**config.mk**
```make
export PLATFORM = sky130hd
export DESIGN_NAME = pid_controller_clamped
export DESIGN_NICKNAME = d
export VERILOG_FILES = /design/src/rtl/pidc_pkg.sv /design/src/rtl/pidc_fifo.sv /design/src/rtl/pidc_front.sv /design/src/rtl/pidc_back.sv /design/src/rtl/pid_controller_clamped.sv
export SDC_FILE = /design/constraint.sdc
export NUM_CORES = 2
export LEC_CHECK = 0
export ABC_AREA = 1
export BUFFER_PORTS_ARGS = -buffer_cell sky130_fd_sc_hd__buf_4
export CAP_MARGIN = 20
export CORE_UTILIZATION = 38
export CTS_BUF_LIST = sky130_fd_sc_hd__clkbuf_4
export DETAILED_ROUTE_END_ITERATION = 16
export SYNTH_ARGS = -nofsm -noshare
export SYNTH_HDL_FRONTEND = slang
export SYNTH_SLANG_ARGS = --single-unit
```
**constraint.sdc**
```tcl
create_clock -name clk_i -period 15.45 [get_ports clk_i]
set_input_delay 0.7725 -clock clk_i [delete_from_list [all_inputs] [get_ports clk_i]]
set_output_delay 0.7725 -clock clk_i [all_outputs]
set_load 0.005 [all_outputs]
```
**src/rtl/pidc_pkg.sv**
```systemverilog
// Shared types and constants for the clamped PID controller.
package pidc_pkg;

  localparam int unsigned GainWidth  = 16;
  localparam int unsigned DriveWidth = 32;
  localparam int unsigned CfgAddrWidth = 3;
  localparam int unsigned CfgDataWidth = 32;
  localparam int unsigned FracBits   = 8;

  typedef enum logic [CfgAddrWidth-1:0] {
    RegSetpoint = 3'd0,
    RegKp       = 3'd1,
    RegKi       = 3'd2,
    RegKd       = 3'd3,
    RegOutMax   = 3'd4,
    RegOutMin   = 3'd5
  } cfg_reg_e;

  // Gains and output limits used by the arithmetic back end.
  typedef struct packed {
    logic signed [GainWidth-1:0]  kp;
    logic signed [GainWidth-1:0]  ki;
    logic signed [GainWidth-1:0]  kd;
    logic signed [DriveWidth-1:0] out_max;
    logic signed [DriveWidth-1:0] out_min;
  } gain_cfg_t;

endpackage

```
**src/rtl/pidc_fifo.sv**
```systemverilog
// Small register queue between the error front end and the arithmetic back end.
module pidc_fifo #(
  parameter int unsigned WIDTH = 8,
  parameter int unsigned DEPTH = 2
) (
  input  logic             clk_i,
  input  logic             rst_ni,
  input  logic             push_i,
  input  logic [WIDTH-1:0] push_data_i,
  output logic             full_o,
  input  logic             pop_i,
  output logic             valid_o,
  output logic [WIDTH-1:0] pop_data_o
);

  localparam int unsigned PtrWidth = (DEPTH > 1) ? $clog2(DEPTH) : 1;
  localparam int unsigned CntWidth = $clog2(DEPTH + 1);

  logic [WIDTH-1:0]    mem_q [DEPTH];
  logic [PtrWidth-1:0] wr_ptr_q, wr_ptr_d;
  logic [PtrWidth-1:0] rd_ptr_q, rd_ptr_d;
  logic [CntWidth-1:0] count_q, count_d;
  logic                do_push, do_pop;

  assign full_o     = (count_q == CntWidth'(DEPTH));
  assign valid_o    = (count_q != '0);
  assign pop_data_o = mem_q[rd_ptr_q];
  assign do_push    = push_i && !full_o;
  assign do_pop     = pop_i && valid_o;

  always_comb begin
    wr_ptr_d = wr_ptr_q;
    rd_ptr_d = rd_ptr_q;
    count_d  = count_q;
    if (do_push) begin
      wr_ptr_d = (wr_ptr_q == PtrWidth'(DEPTH - 1)) ? '0 : wr_ptr_q + 1'b1;
    end
    if (do_pop) begin
      rd_ptr_d = (rd_ptr_q == PtrWidth'(DEPTH - 1)) ? '0 : rd_ptr_q + 1'b1;
    end
    if (do_push && !do_pop) begin
      count_d = count_q + 1'b1;
    end else if (do_pop && !do_push) begin
      count_d = count_q - 1'b1;
    end
  end

  always_ff @(posedge clk_i or negedge rst_ni) begin
    if (!rst_ni) begin
      wr_ptr_q <= '0;
      rd_ptr_q <= '0;
      count_q  <= '0;
    end else begin
      wr_ptr_q <= wr_ptr_d;
      rd_ptr_q <= rd_ptr_d;
      count_q  <= count_d;
    end
  end

  always_ff @(posedge clk_i) begin
    if (do_push) begin
      mem_q[wr_ptr_q] <= push_data_i;
    end
  end

endmodule

```
**src/rtl/pidc_front.sv**
```systemverilog
// Front end: takes samples, forms error and difference, keeps the saturating error sum.
module pidc_front #(
  parameter int unsigned SAMPLE_WIDTH = 16,
  parameter int unsigned SUM_WIDTH    = 32
) (
  input  logic                           clk_i,
  input  logic                           rst_ni,
  input  logic signed [SAMPLE_WIDTH-1:0] setpoint_i,
  input  logic                           take_i,
  input  logic signed [SAMPLE_WIDTH-1:0] measured_i,
  output logic signed [SAMPLE_WIDTH:0]   error_o,
  output logic signed [SAMPLE_WIDTH+1:0] diff_o,
  output logic signed [SUM_WIDTH-1:0]    sum_o
);

  localparam int unsigned EW  = SAMPLE_WIDTH + 1;
  localparam int unsigned SXW = ((SUM_WIDTH > EW) ? SUM_WIDTH : EW) + 1;

  logic signed [EW-1:0]        prev_q, prev_d;
  logic signed [SUM_WIDTH-1:0] sum_q, sum_d;
  logic signed [EW-1:0]        err;
  logic signed [SXW-1:0]       sum_wide;
  logic [SXW-SUM_WIDTH:0]      sum_top;

  assign err = $signed({measured_i[SAMPLE_WIDTH-1], measured_i})
             - $signed({setpoint_i[SAMPLE_WIDTH-1], setpoint_i});

  assign sum_wide = $signed({{(SXW-SUM_WIDTH){sum_q[SUM_WIDTH-1]}}, sum_q})
                  + $signed({{(SXW-EW){err[EW-1]}}, err});
  assign sum_top  = sum_wide[SXW-1:SUM_WIDTH-1];

  always_comb begin
    // Saturate the running sum when the bits above its sign disagree.
    if ((sum_top == '0) || (sum_top == '1)) begin
      sum_d = sum_wide[SUM_WIDTH-1:0];
    end else if (sum_wide[SXW-1]) begin
      sum_d = {1'b1, {(SUM_WIDTH-1){1'b0}}};
    end else begin
      sum_d = {1'b0, {(SUM_WIDTH-1){1'b1}}};
    end
    prev_d = err;
  end

  assign error_o = err;
  assign diff_o  = $signed({err[EW-1], err}) - $signed({prev_q[EW-1], prev_q});
  assign sum_o   = sum_d;

  always_ff @(posedge clk_i or negedge rst_ni) begin
    if (!rst_ni) begin
      prev_q <= '0;
      sum_q  <= '0;
    end else if (take_i) begin
      prev_q <= prev_d;
      sum_q  <= sum_d;
    end
  end

endmodule

```
**src/rtl/pidc_back.sv**
```systemverilog
// Back end: gain products, shift and saturate, optional clamp, output register.
module pidc_back #(
  parameter int unsigned SAMPLE_WIDTH = 16,
  parameter int unsigned SUM_WIDTH    = 32
) (
  input  logic                           clk_i,
  input  logic                           rst_ni,
  input  pidc_pkg::gain_cfg_t            cfg_i,
  input  logic                           q_valid_i,
  output logic                           q_pop_o,
  input  logic signed [SAMPLE_WIDTH:0]   error_i,
  input  logic signed [SAMPLE_WIDTH+1:0] diff_i,
  input  logic signed [SUM_WIDTH-1:0]    sum_i,
  output logic                           out_valid_o,
  input  logic                           out_ready_i,
  output logic signed [pidc_pkg::DriveWidth-1:0] drive_o,
  output logic                           clamped_o
);

  localparam int unsigned GW  = pidc_pkg::GainWidth;
  localparam int unsigned OW  = pidc_pkg::DriveWidth;
  localparam int unsigned FB  = pidc_pkg::FracBits;
  localparam int unsigned EW  = SAMPLE_WIDTH + 1;
  localparam int unsigned DW  = SAMPLE_WIDTH + 2;
  localparam int unsigned PKW = GW + EW;
  localparam int unsigned PIW = GW + SUM_WIDTH;
  localparam int unsigned PDW = GW + DW;
  localparam int unsigned AW  = ((PIW > PDW) ? PIW : PDW) + 2;
  localparam int unsigned SHW = AW - FB;

  // Stage 1: products
  logic                  v1_q, v1_d;
  logic signed [PKW-1:0] pk_q, pk_d;
  logic signed [PIW-1:0] pi_q, pi_d;
  logic signed [PDW-1:0] pd_q, pd_d;
  // Stage 2: shifted and saturated sum
  logic                  v2_q, v2_d;
  logic signed [OW-1:0]  sat_q, sat_d;
  // Stage 3: output register
  logic                  v3_q, v3_d;
  logic signed [OW-1:0]  drive_q, drive_d;
  logic                  clamped_q, clamped_d;

  logic                  ready1, ready2, ready3;
  logic signed [AW-1:0]  acc;
  logic signed [SHW-1:0] shifted;
  logic [SHW-OW:0]       sh_top;
  logic signed [OW-1:0]  upper_lim;

  assign ready3  = !v3_q || out_ready_i;
  assign ready2  = !v2_q || ready3;
  assign ready1  = !v1_q || ready2;
  assign q_pop_o = q_valid_i && ready1;

  assign v1_d = ready1 ? q_valid_i : v1_q;
  assign v2_d = ready2 ? v1_q : v2_q;
  assign v3_d = ready3 ? v2_q : v3_q;

  assign pk_d = cfg_i.kp * error_i;
  assign pi_d = cfg_i.ki * sum_i;
  assign pd_d = cfg_i.kd * diff_i;

  assign acc = $signed({{(AW-PKW){pk_q[PKW-1]}}, pk_q})
             + $signed({{(AW-PIW){pi_q[PIW-1]}}, pi_q})
             + $signed({{(AW-PDW){pd_q[PDW-1]}}, pd_q});
  // Dropping the fraction bits of a two's complement value rounds toward minus infinity.
  assign shifted = acc[AW-1:FB];
  assign sh_top  = shifted[SHW-1:OW-1];

  always_comb begin
    if ((sh_top == '0) || (sh_top == '1)) begin
      sat_d = shifted[OW-1:0];
    end else if (shifted[SHW-1]) begin
      sat_d = {1'b1, {(OW-1){1'b0}}};
    end else begin
      sat_d = {1'b0, {(OW-1){1'b1}}};
    end
  end

  // Apply the upper limit first, then the lower one; skip both when the limits match.
  always_comb begin
    drive_d   = sat_q;
    clamped_d = 1'b0;
    upper_lim = sat_q;
    if (cfg_i.out_max != cfg_i.out_min) begin
      if (sat_q > cfg_i.out_max) begin
        upper_lim = cfg_i.out_max;
        clamped_d = 1'b1;
      end
      if (upper_lim < cfg_i.out_min) begin
        drive_d   = cfg_i.out_min;
        clamped_d = 1'b1;
      end else begin
        drive_d   = upper_lim;
      end
    end
  end

  always_ff @(posedge clk_i or negedge rst_ni) begin
    if (!rst_ni) begin
      v1_q <= 1'b0;
      v2_q <= 1'b0;
      v3_q <= 1'b0;
    end else begin
      v1_q <= v1_d;
      v2_q <= v2_d;
      v3_q <= v3_d;
    end
  end

  always_ff @(posedge clk_i) begin
    if (q_pop_o) begin
      pk_q <= pk_d;
      pi_q <= pi_d;
      pd_q <= pd_d;
    end
    if (ready2 && v1_q) begin
      sat_q <= sat_d;
    end
    if (ready3 && v2_q) begin
      drive_q   <= drive_d;
      clamped_q <= clamped_d;
    end
  end

  assign out_valid_o = v3_q;
  assign drive_o     = drive_q;
  assign clamped_o   = clamped_q;

endmodule

```
**src/rtl/pid_controller_clamped.sv**
```systemverilog
// Top level of the clamped positional PID controller.
//
//   channel   direction  handshake               payload
//   in        input      in_valid_i / in_ready_o  measured_i
//   out       output     out_valid_o / out_ready_i drive_o, clamped_o
//   cfg       input      cfg_we_i                 cfg_addr_i, cfg_data_i
//
// One sample is taken per cycle while in_ready_o is high; the error, difference and
// saturating sum update in the cycle of acceptance, so the sum recurrence sets that rate.
// When nothing stalls, the queue entry is written at the edge that takes a sample, then
// the product, shift/saturate and clamp/output registers load before out_valid_o rises.
// Reset clears the error history, the sum, the config registers, the valid flags and the queue.
// A stalled output backs up the three-stage pipe and then the two-entry queue
// before in_ready_o drops.
module pid_controller_clamped #(
  parameter int unsigned SAMPLE_WIDTH = 16,
  parameter int unsigned SUM_WIDTH    = 32
) (
  input  logic                                   clk_i,
  input  logic                                   rst_ni,
  input  logic                                   cfg_we_i,
  input  logic [pidc_pkg::CfgAddrWidth-1:0]      cfg_addr_i,
  input  logic [pidc_pkg::CfgDataWidth-1:0]      cfg_data_i,
  input  logic                                   in_valid_i,
  output logic                                   in_ready_o,
  input  logic signed [SAMPLE_WIDTH-1:0]         measured_i,
  output logic                                   out_valid_o,
  input  logic                                   out_ready_i,
  output logic signed [pidc_pkg::DriveWidth-1:0] drive_o,
  output logic                                   clamped_o
);

  localparam int unsigned EW     = SAMPLE_WIDTH + 1;
  localparam int unsigned DW     = SAMPLE_WIDTH + 2;
  localparam int unsigned QW     = EW + DW + SUM_WIDTH;
  localparam int unsigned QDepth = 2;
  localparam int unsigned GW     = pidc_pkg::GainWidth;
  localparam int unsigned OW     = pidc_pkg::DriveWidth;

  logic signed [SAMPLE_WIDTH-1:0] setpoint_q;
  pidc_pkg::gain_cfg_t            gcfg_q;

  logic                           take;
  logic                           q_full, q_valid, q_pop;
  logic [QW-1:0]                  q_wdata, q_rdata;
  logic signed [EW-1:0]           f_err;
  logic signed [DW-1:0]           f_diff;
  logic signed [SUM_WIDTH-1:0]    f_sum;

  always_ff @(posedge clk_i or negedge rst_ni) begin
    if (!rst_ni) begin
      setpoint_q <= '0;
      gcfg_q     <= '0;
    end else if (cfg_we_i) begin
      case (cfg_addr_i)
        pidc_pkg::RegSetpoint: setpoint_q     <= cfg_data_i[SAMPLE_WIDTH-1:0];
        pidc_pkg::RegKp:       gcfg_q.kp      <= cfg_data_i[GW-1:0];
        pidc_pkg::RegKi:       gcfg_q.ki      <= cfg_data_i[GW-1:0];
        pidc_pkg::RegKd:       gcfg_q.kd      <= cfg_data_i[GW-1:0];
        pidc_pkg::RegOutMax:   gcfg_q.out_max <= cfg_data_i[OW-1:0];
        pidc_pkg::RegOutMin:   gcfg_q.out_min <= cfg_data_i[OW-1:0];
        default: ;
      endcase
    end
  end

  assign in_ready_o = !q_full;
  assign take       = in_valid_i && !q_full;

  pidc_front #(
    .SAMPLE_WIDTH(SAMPLE_WIDTH),
    .SUM_WIDTH   (SUM_WIDTH)
  ) u_front (
    .clk_i     (clk_i),
    .rst_ni    (rst_ni),
    .setpoint_i(setpoint_q),
    .take_i    (take),
    .measured_i(measured_i),
    .error_o   (f_err),
    .diff_o    (f_diff),
    .sum_o     (f_sum)
  );

  assign q_wdata = {f_err, f_diff, f_sum};

  pidc_fifo #(
    .WIDTH(QW),
    .DEPTH(QDepth)
  ) u_queue (
    .clk_i      (clk_i),
    .rst_ni     (rst_ni),
    .push_i     (take),
    .push_data_i(q_wdata),
    .full_o     (q_full),
    .pop_i      (q_pop),
    .valid_o    (q_valid),
    .pop_data_o (q_rdata)
  );

  pidc_back #(
    .SAMPLE_WIDTH(SAMPLE_WIDTH),
    .SUM_WIDTH   (SUM_WIDTH)
  ) u_back (
    .clk_i      (clk_i),
    .rst_ni     (rst_ni),
    .cfg_i      (gcfg_q),
    .q_valid_i  (q_valid),
    .q_pop_o    (q_pop),
    .error_i    (q_rdata[QW-1:DW+SUM_WIDTH]),
    .diff_i     (q_rdata[DW+SUM_WIDTH-1:SUM_WIDTH]),
    .sum_i      (q_rdata[SUM_WIDTH-1:0]),
    .out_valid_o(out_valid_o),
    .out_ready_i(out_ready_i),
    .drive_o    (drive_o),
    .clamped_o  (clamped_o)
  );

endmodule

```
==> out/qor.txt <==
YS warnings = 0
Clock transition at path regs = 0.06 ns
DRT Pass-1 Iters = 6
Cts bufs inserted = 141
Initial antenna violation count = 12
Top FF cell, synth = edfxtp_1
Wirelength per Cell = 19.92 µm
Max-slew violations = 0
Setup violations, final = 0
Vias/cell = 4.941
Top post-synthesis cells by area = fa_1, edfxtp_1, inv_1
Post-detail-place hpwl = 161,000 µm
Final #Nets = 9,206
Final wirelength = 199,700 µm
Endpoint, Worst Hold = u_front.prev_q[0]
I/O pin count = 91
Core Area = 0.1715 mm²
Clock root cell = clkbuf_4
Reg2Reg Setup Slack = 6.95 ns
DIE AREA = 0.1743 mm²
Ys async rst share = 36.95%
Worst path max stage delay = 0.62 ns
Crit path launch type = register
Met2 WL = 93,730 µm
Number of flops mapped to enable cells by yosys = 314
Crit. End Element = register
Overflow left after global routing = 0
Critical Path RT = 16.34 ns
Max Clk Rate = 117.7 MHz
Post-Syn Nets = 9,086
Most common cell after layout, fill and taps aside = inv_1
First-pass GRT wire length = 311,900 µm
Hold Path Class = input port to register
Met3 wire length = 15,800 µm
ANT nets after route = 0
Synth top area share = 33.63%
Residual DRC = 0
Mapped Area = 0.06559 mm²
CP arrival = 9.39 ns
Row cnt = 152
CP max-delay cell = clkinv_1
Setup CP Type = register to register
Max FO, Critical Path = 35
Vias in the first global route = 53,125
Minimum clock period = 8.495 ns
GRT Total Usage = 23.57%
Area leader, netlist = fa_1
Post-CTS Setup Bufs = 0
CTS Buffer Depth = 3
Clock sinks = 498
Worst hold start = measured_i[0]
Hold Path Depth = 4
Routability cong. = 0.9947
Die H = 417.5 µm
Reg2reg start = u_queue.rd_ptr_q
CTS H-tree lvls = 4
# Max-Cap Violations = 0
Final hold vios = 0
Highest routed layer = met5
Largest net degree at the start of global routing = 85
Layout cell share with drive strength beyond 1 = 7.531%
Period Utilization, post-route = 54.99%
Unrepaired setup endpoints after global routing = no
Area delta synth->final = 8.493%
Slew @ Worst Pin = 1.185 ns
Post-Syn Area per Cell = 8.784 µm²
Clk_lat worst skew = 1.16 ns
Setup TNS Final = 0 ns
FF+latch count, synth = 498
Horiz. Die Dim = 417.5 µm
Iter 0 DRT Violations = 3,719
Outcome = finished clean
Most frequent cells in the layout = inv_1, nand2_1, fa_1, nor2_1, ha_1
Wire length on met1 = 82,980 µm
Slew margin rel. = 20.50%
CTS tree = yes
R2R Path End = u_back.pd_q[30]
Skew final = 0.1211 ns
Via count = 49,540
Yosys cell types = 52
Port-buffer cells = 90
Starting density of the core = 38.24%
Synth Instances = 7,467
R2R depth = 28
Post-synthesis sequential area ratio = 21.40%
-- per-layer routing --
layer,global-route usage (%),up-vias
met5,0,-
met4,8.437,4
met3,5.761,342
met1,30.15,24564
li1,-,22951
met2,38.73,1679
-- through the flow --
| step | utilization (%) | std cells | instance area [µm²] | hold WS (ns) | setup slack [ns] |
|---|---|---|---|---|---|
| floorplan | - | 7467 | 65590 | 0.4332 | 8.662 |
| global placement | 40.13 | 9727 | 68840 | 0.4689 | 7.148 |
| detailed placement | 40.15 | 9728 | 68870 | 0.4749 | 6.994 |
| CTS | 41.41 | 10005 | 71030 | 0.1015 | 7.010 |
| global route | 41.47 | 10018 | 71140 | 0.1656 | 6.538 |
| finish | 41.48 | 10026 | 71160 | 0.2043 | 6.955 |
-- sequential cells by signal (all words and copies together) (netlist names) --
| name | flops |
|---|---|
| setpoint_q | 16 |
| u_back.pd_q | 34 |
| u_front.sum_q | 32 |
| u_back.out_valid_o | 1 |
| u_back.drive_o | 32 |
| u_queue.rd_ptr_q | 1 |
| gcfg_q | 112 |
| u_back.pi_q | 48 |
| u_queue.mem_q | 134 |
| u_queue.count_q | 2 |
| u_back.clamped_o | 1 |
| u_back.v2_q | 1 |
| u_back.v1_q | 1 |
| u_back.sat_q | 32 |
| u_back.pk_q | 33 |
| u_queue.wr_ptr_q | 1 |
| u_front.prev_q | 17 |
-- critical path, delay by kind of cell (launching register included) --
| kind | cells | cell delay [ns] |
|---|---|---|
| buf+inv | 7 | 1.75 |
| fa+ha+maj | 7 | 2.86 |
| simple gates | 5 | 1.26 |
| compound gates | 8 | 1.85 |
| flops | 1 | 0.35 |
| xor+xnor | 1 | 0.16 |
-- logic make-up after synthesis --
group / share of synthesized area, %
AO/OA/AOI/OAI: 6.621
XOR/XNOR: 3.165
adder cells (fa/ha/maj): 42.43
buffers and inverters: 11.11
flip-flops: 21.40
AND/OR/NAND/NOR: 15.28
-- synthesized netlist by cell type (all sizes together), types with 21 or more instances --
cell	n
nor2	681
a21oi	275
clkbuf	160
o21bai	21
fa	1102
a21boi	21
nand2	1421
o21ai	335
clkinv	45
a31oi	62
xor2	131
nand4	38
buf	39
dfrtp	184
or2	134
xnor2	106
nand3	144
edfxtp	314
nor3	21
inv	1680
ha	461
-- timing repair --
item                                    in CTS  in global routing
hold buffers                                20                  0
gates resized for setup                      0                  0
hold endpoints to repair                    97                  0
endpoints found under the setup margin       0                  0
-- worst max-delay path by stage --
stage                           startpoint         endpoint  slack, ns  cells after the start
after global routing      u_queue.rd_ptr_q  u_back.pd_q[30]       6.54                     28
after floorplan           u_queue.rd_ptr_q  u_back.pi_q[41]       8.66                     26
after CTS                 u_queue.rd_ptr_q  u_back.pd_q[30]       7.01                     28
after detailed placement  u_queue.rd_ptr_q  u_back.pd_q[30]       6.99                     28
after global placement    u_queue.rd_ptr_q  u_back.pd_q[30]       7.15                     28
final                     u_queue.rd_ptr_q  u_back.pd_q[30]       6.95                     28
-- final cells by class --
type                    instances  area [µm²]
well taps                    2310        2890
inverters                    1725        6477
clock inverters                44       362.8
clock buffers                 213        1599
diodes                         15       37.54
flip-flops and latches        498       14040
multi-input cells            5045       44310
fillers                     17245      100400
repair buffers                176        1446
Power is left out: the tool's default activity adds up to more than one toggle a clock period on the data nets, which glitch-free logic cannot reach.
